## src/hdl/dual_readout_energy_correction_top_defines.svh

```systemverilog
// Assertion macros shared by the energy correction RTL.
`ifndef DUAL_READOUT_ENERGY_CORRECTION_TOP_DEFINES_SVH
`define DUAL_READOUT_ENERGY_CORRECTION_TOP_DEFINES_SVH

// Same-cycle implication, checked on every rising edge outside reset.
`define DRC_ASSERT_NOW(label, ante, cons, msg) \
	label: assert property (@(posedge clk) disable iff (!arst_n) (ante) |-> (cons)) \
		else $error(msg);

// Next-cycle implication, checked on every rising edge outside reset.
`define DRC_ASSERT_NEXT(label, ante, cons, msg) \
	label: assert property (@(posedge clk) disable iff (!arst_n) (ante) |=> (cons)) \
		else $error(msg);

`endif

```

## src/hdl/drc_pkg.sv

```systemverilog
// Shared types and constants for the dual-readout energy correction block.
`default_nettype none
package drc_pkg;

	localparam int ACC_W = 32;
	localparam int NUM_W = 49;
	localparam int MAG_W = 48;
	localparam int DEN_W = 17;
	localparam int Q_W   = 40;
	localparam int CHI_W = 16;

	// Readout type codes.
	localparam logic [1:0] RT_SCINT  = 2'd0;
	localparam logic [1:0] RT_CHEREN = 2'd1;

	// Configuration register indexes.
	localparam logic REG_CHI_ECAL = 1'b0;
	localparam logic REG_CHI_HCAL = 1'b1;

	// Request to the shared divider.
	typedef struct packed {
		logic                    start;
		logic signed [NUM_W-1:0] num;
		logic [DEN_W-1:0]        den;
	} div_req_t;

	// Answer of the shared divider, already clamped to 40 bits.
	typedef struct packed {
		logic                  done;
		logic signed [Q_W-1:0] quo;
		logic                  sat;
	} div_rsp_t;

	// Saturating 32-bit add; the top bit of the result flags saturation.
	function automatic logic [ACC_W:0] sat_add(input logic [ACC_W-1:0] a,
			input logic [ACC_W-1:0] b);
		logic [ACC_W:0] s;
		s = {1'b0, a} + {1'b0, b};
		if (s[ACC_W]) begin
			s = {1'b1, {ACC_W{1'b1}}};
		end
		return s;
	endfunction

endpackage
`default_nettype wire

```

## src/hdl/drc_div.sv

```systemverilog
// Bit-serial signed divider for the correction, with 40-bit clamping.
`default_nettype none
module drc_div (
	input  wire logic           clk,
	input  wire logic           arst_n,
	input  wire drc_pkg::div_req_t req,
	output drc_pkg::div_rsp_t   rsp
);

	localparam int MW = drc_pkg::MAG_W;
	localparam int DW = drc_pkg::DEN_W;
	localparam int QW = drc_pkg::Q_W;

	logic          busy_q;
	logic          done_q;
	logic [5:0]    cnt_q;
	logic          neg_q;
	logic [MW-1:0] mag_q;
	logic [DW-1:0] rem_q;
	logic [DW-1:0] den_q;
	logic [DW:0]   trial;
	logic          ge;
	logic [MW-1:0] abs_num;

	assign abs_num = MW'(req.num[drc_pkg::NUM_W-1] ? -req.num : req.num);
	assign trial   = {rem_q, mag_q[MW-1]};
	assign ge      = trial >= {1'b0, den_q};

	// One quotient bit per cycle; the dividend shifts out as quotient bits shift in.
	always_ff @(posedge clk or negedge arst_n) begin
		if (!arst_n) begin
			busy_q <= 1'b0;
			done_q <= 1'b0;
			cnt_q  <= '0;
		end else begin
			done_q <= 1'b0;
			if (req.start) begin
				busy_q <= 1'b1;
				cnt_q  <= '0;
				neg_q  <= req.num[drc_pkg::NUM_W-1];
				mag_q  <= abs_num;
				rem_q  <= '0;
				den_q  <= req.den;
			end else if (busy_q) begin
				rem_q <= ge ? DW'(trial - {1'b0, den_q}) : DW'(trial);
				mag_q <= {mag_q[MW-2:0], ge};
				cnt_q <= cnt_q + 6'd1;
				if (cnt_q == 6'(MW - 1)) begin
					busy_q <= 1'b0;
					done_q <= 1'b1;
				end
			end
		end
	end

	// Sign restore and clamp to the signed 40-bit range.
	always_comb begin
		rsp.done = done_q;
		rsp.sat  = 1'b0;
		if (neg_q) begin
			if (mag_q > (MW'(1) << (QW - 1))) begin
				rsp.quo = {1'b1, {(QW-1){1'b0}}};
				rsp.sat = 1'b1;
			end else begin
				rsp.quo = -QW'(mag_q);
			end
		end else begin
			if (mag_q >= (MW'(1) << (QW - 1))) begin
				rsp.quo = {1'b0, {(QW-1){1'b1}}};
				rsp.sat = 1'b1;
			end else begin
				rsp.quo = QW'(mag_q);
			end
		end
	end

endmodule
`default_nettype wire

```

## config.mk

```make
export PLATFORM = sky130hd
export DESIGN_NAME = drc_div
export DESIGN_NICKNAME = d
export VERILOG_FILES = /design/src/hdl/dual_readout_energy_correction_top_defines.svh /design/src/hdl/drc_pkg.sv /design/src/hdl/drc_div.sv
export SDC_FILE = /design/constraint.sdc
export NUM_CORES = 1
export LEC_CHECK = 0
export BUFFER_PORTS_ARGS = -buffer_cell sky130_fd_sc_hd__buf_2
export CORE_UTILIZATION = 53
export DETAILED_ROUTE_END_ITERATION = 10
export GPL_TIMING_DRIVEN = 0
export PLACE_DENSITY = 0.78
export SLEW_MARGIN = 30
export SYNTH_ARGS = -nofsm -noshare
export SYNTH_HDL_FRONTEND = slang
export SYNTH_SLANG_ARGS = --single-unit
```

## constraint.sdc

```tcl
create_clock -name clk -period 3.3 [get_ports clk]
set_input_delay 0.165 -clock clk [delete_from_list [all_inputs] [get_ports clk]]
set_output_delay 0.165 -clock clk [all_outputs]
set_load 0.1 [all_outputs]
```

==> flow_summary.ini <==
[status]
status = finished, final reports clean

[sta]
clock.fmax_mhz = 306
setup_tns_ns = 0
setup_viol = 0
fin_crit_sh_pct = 99.2
layout_min_cycle_time_ns = 3.27
final_max_slew_viol_count = 0
hold_viol = 0
maxSlewHeadroom_pct = 41.1
clock_skew_ns = 0.0101
worst_pin_slew_ns = 0.883

[yosys]
synth_edf_count = 83
avgSynthCellArea_um2 = 8.65
ys_ff_latch = 91
synth_ff_type = edfxtp_1
yosys.cell_types.count = 65
async_flop_share_pct = 8.79
ys_warn_count = 0
syn_inst = 813
syn-num-nets = 903
ys_seq_area_share_pct = 38.3
netlist_area_um2 = 7030

[clock_network]
clockBufferDepth = 2
numCtsBuffers = 9
htree_num_levels = 3
clock-root-buffer = clkbuf_16
cts.sinks = 91
clkSlewWorstSetupHoldPaths_ns = 0.06
clkLatencyLatePin_ns = 0.35
cts_tree = yes

[finish]
diodes = 0
final_cell_mix = nor2_1 (103), edfxtp_1 (83), buf_2 (77), a21oi_1 (64), nand2_1 (56)
seq_area_um2 = 2690
final_common_cell = nor2_1
area_growth_pct = 31.3
n_fill_cell = 949
final_cell_area_um2 = 9230
drive_gt1_share_pct = 23.3
final_nets = 1057
multi_input_area_um2 = 4570

[placement]
portBuffers = 110
placed_cell_area_um2 = 8270
hpwl_mm = 15.4
place_congestion = 0.964

[routing]
drt_iter0_markers = 924
wirelength_mm = 21.8
final_antenna_net_count = 0
avgRoutedWirePerCell_um = 19.1
dr.pass1.iters = 5
drc_errors = 0
via_per_inst = 6.33
vias = 7247

[critical_path]
r2r_cells = 12
crit_start = mag_q[28]
crit_path_end_kind = primary output
crit_path_max_fanout = 6
r2r_setup_slack_ns = 0.20
worst_path_max_delay_cell = or4_4
cp_cell_sequence = or4_4, nor4_4, nand4_4, o31a_1, buf_4, o311a_1, o21ai_2, buf_12
arrival_ns = 3.11
crit_required_ns = 3.13
cpPeakStageDelay_ns = 0.61
path_class = reg2out
endpoint = rsp[36]
cp-start-kind = flip-flop
r2r_start = mag_q[47]
timing.rr.end = rem_q[0]

[global_route]
grt_pass1_wl_mm = 33.3
grt-ovfl-total = 0
antenna_found_initial = 0
grt_start_max_net_pins = 28
grt.total_usage_pct = 32.2
grt_pass1_vias = 6396

[power]
p_total_mw = 4.03
power_density_nw_per_um2 = 437
power.leakage_nw = 3.52
ir_drop_mv = 0.253

[job]
maxCapViolCount = 0

[die]
core_um2 = 12800
rows = 41
die_y_um = 117
ios = 111
dieArea_um2 = 13700
start_util_pct = 55.0
die_w_um = 117

[hold_path]
worstHoldPathType = in2reg
## area by class of cell
cell class              instances  share of cell area [%]
well taps                     172                    2.33
repair buffers                144                    12.1
clock buffers                  13                    2.94
clock inverters                 3                   0.217
plain buffers                  44                    2.21
flip-flops and latches         91                    29.2
inverters                      37                    1.50
multi-input cells             640                    49.5
## Yosys cell counts (3+ instances only)
library cell | number | area [um2]
o21a_1 | 9 | 67.6
and2_1 | 4 | 25.0
o211ai_1 | 3 | 22.5
mux2i_1 | 12 | 120
a31o_2 | 4 | 35.0
a21o_1 | 9 | 67.6
nor3_1 | 25 | 125
o31ai_1 | 12 | 90.1
o31a_1 | 4 | 35.0
a211oi_1 | 13 | 97.6
a211o_1 | 4 | 35.0
or2_2 | 5 | 31.3
xnor2_1 | 14 | 123
o311ai_0 | 16 | 140
edfxtp_1 | 83 | 2490
and4_1 | 3 | 26.3
nor2_1 | 103 | 387
nand4_1 | 8 | 50.1
buf_1 | 4 | 15.0
a31oi_1 | 12 | 75.1
nor3b_1 | 3 | 22.5
nor4_1 | 11 | 68.8
o311a_1 | 3 | 30.0
o41ai_1 | 9 | 78.8
nand3_1 | 21 | 105
or4_1 | 7 | 52.6
and3_1 | 9 | 56.3
dfrtp_1 | 8 | 200
or4_4 | 4 | 45.0
ha_1 | 20 | 250
inv_1 | 37 | 139
nor2b_1 | 5 | 31.3
xor2_1 | 49 | 429
o21ai_0 | 55 | 275
or3_1 | 11 | 68.8
a21oi_1 | 75 | 375
nand2_1 | 58 | 218
nand2b_1 | 8 | 50.1
clkbuf_1 | 38 | 143
## per-layer routing
metal	vias to the layer above	share of wire, %	wire, um	global-route usage, %
met4	0	1.7	367	10.6
met3	41	11	2470	5.36
met5	-	0	0	0
met1	3416	44	9610	49.6
met2	433	43	9380	45.4
li1	3357	-	-	-
## worst min-delay path by stage
stage	startpoint	endpoint	slack [ns]	depth (start not counted)
2_1_floorplan	arst_n	busy_q	-0.13	0
3_3_place_gp	arst_n	cnt_q[0]	0.21	1
3_5_place_dp	arst_n	cnt_q[0]	0.23	1
4_1_cts	req[13]	den_q[13]	0.001	1
5_1_grt	req[13]	den_q[13]	0.002	1
6_report	req[13]	den_q[13]	0.004	1
## where the power goes
part	switching, mW	internal (mW)	leakage [nW]
registers	0.133	1.41	0.907
clock network	0.431	0.578	0.145
logic	0.943	0.543	2.47
total	1.51	2.53	3.52
## repair_timing
item,CTS,global route
endpoints found under the setup margin,54,47
cloned,0,0
hold buffers,17,0
buffers inserted,12,3
hold endpoints to repair,24,0
pin swaps,5,4
resized for setup,82,28
## kinds of logic (layout without fill, tap and decap cells)
kind of cell / Yosys count / in the layout / share of synthesized area [%]
xor+xnor: 63 / 63 / 7.85
buf+inv: 82 / 241 / 4.47
compound gates: 249 / 249 / 23.0
simple gates: 293 / 293 / 20.5
fa+ha+maj: 21 / 21 / 3.84
mux: 14 / 14 / 2.03
flops: 91 / 91 / 38.3
## sequential cells by signal (all words and copies together), names as in the netlist
name and cells:
den_q 17, busy_q 1, done_q 1, rem_q 17
neg_q 1, cnt_q 6, mag_q 48
## metrics by stage
| stage | util, % | cells | setup slack, ns | hold slack (ns) |
|---|---|---|---|---|
| 4_1_cts | 71.3 | 1142 | 0.00256 | 0.00149 |
| 3_3_place_gp | 64.3 | 1095 | -0.554 | 0.208 |
| 2_1_floorplan | - | 813 | 0.00260 | -0.131 |
| 3_5_place_dp | 64.7 | 1097 | -0.516 | 0.226 |
| 5_1_grt | 72.3 | 1144 | -0.0431 | 0.00233 |
| 6_report | 72.3 | 1144 | 0.0268 | 0.00387 |
## worst max-delay path: cells and delay by family, from the launching register on
family                 cells  cell delay [ns]
buffers and inverters      2             0.39
AOI/OAI and AO/OA          3             0.90
DFF                        1             0.45
and+or+nand+nor            3             1.02
Note: power is estimated with default switching activity, not from simulation.
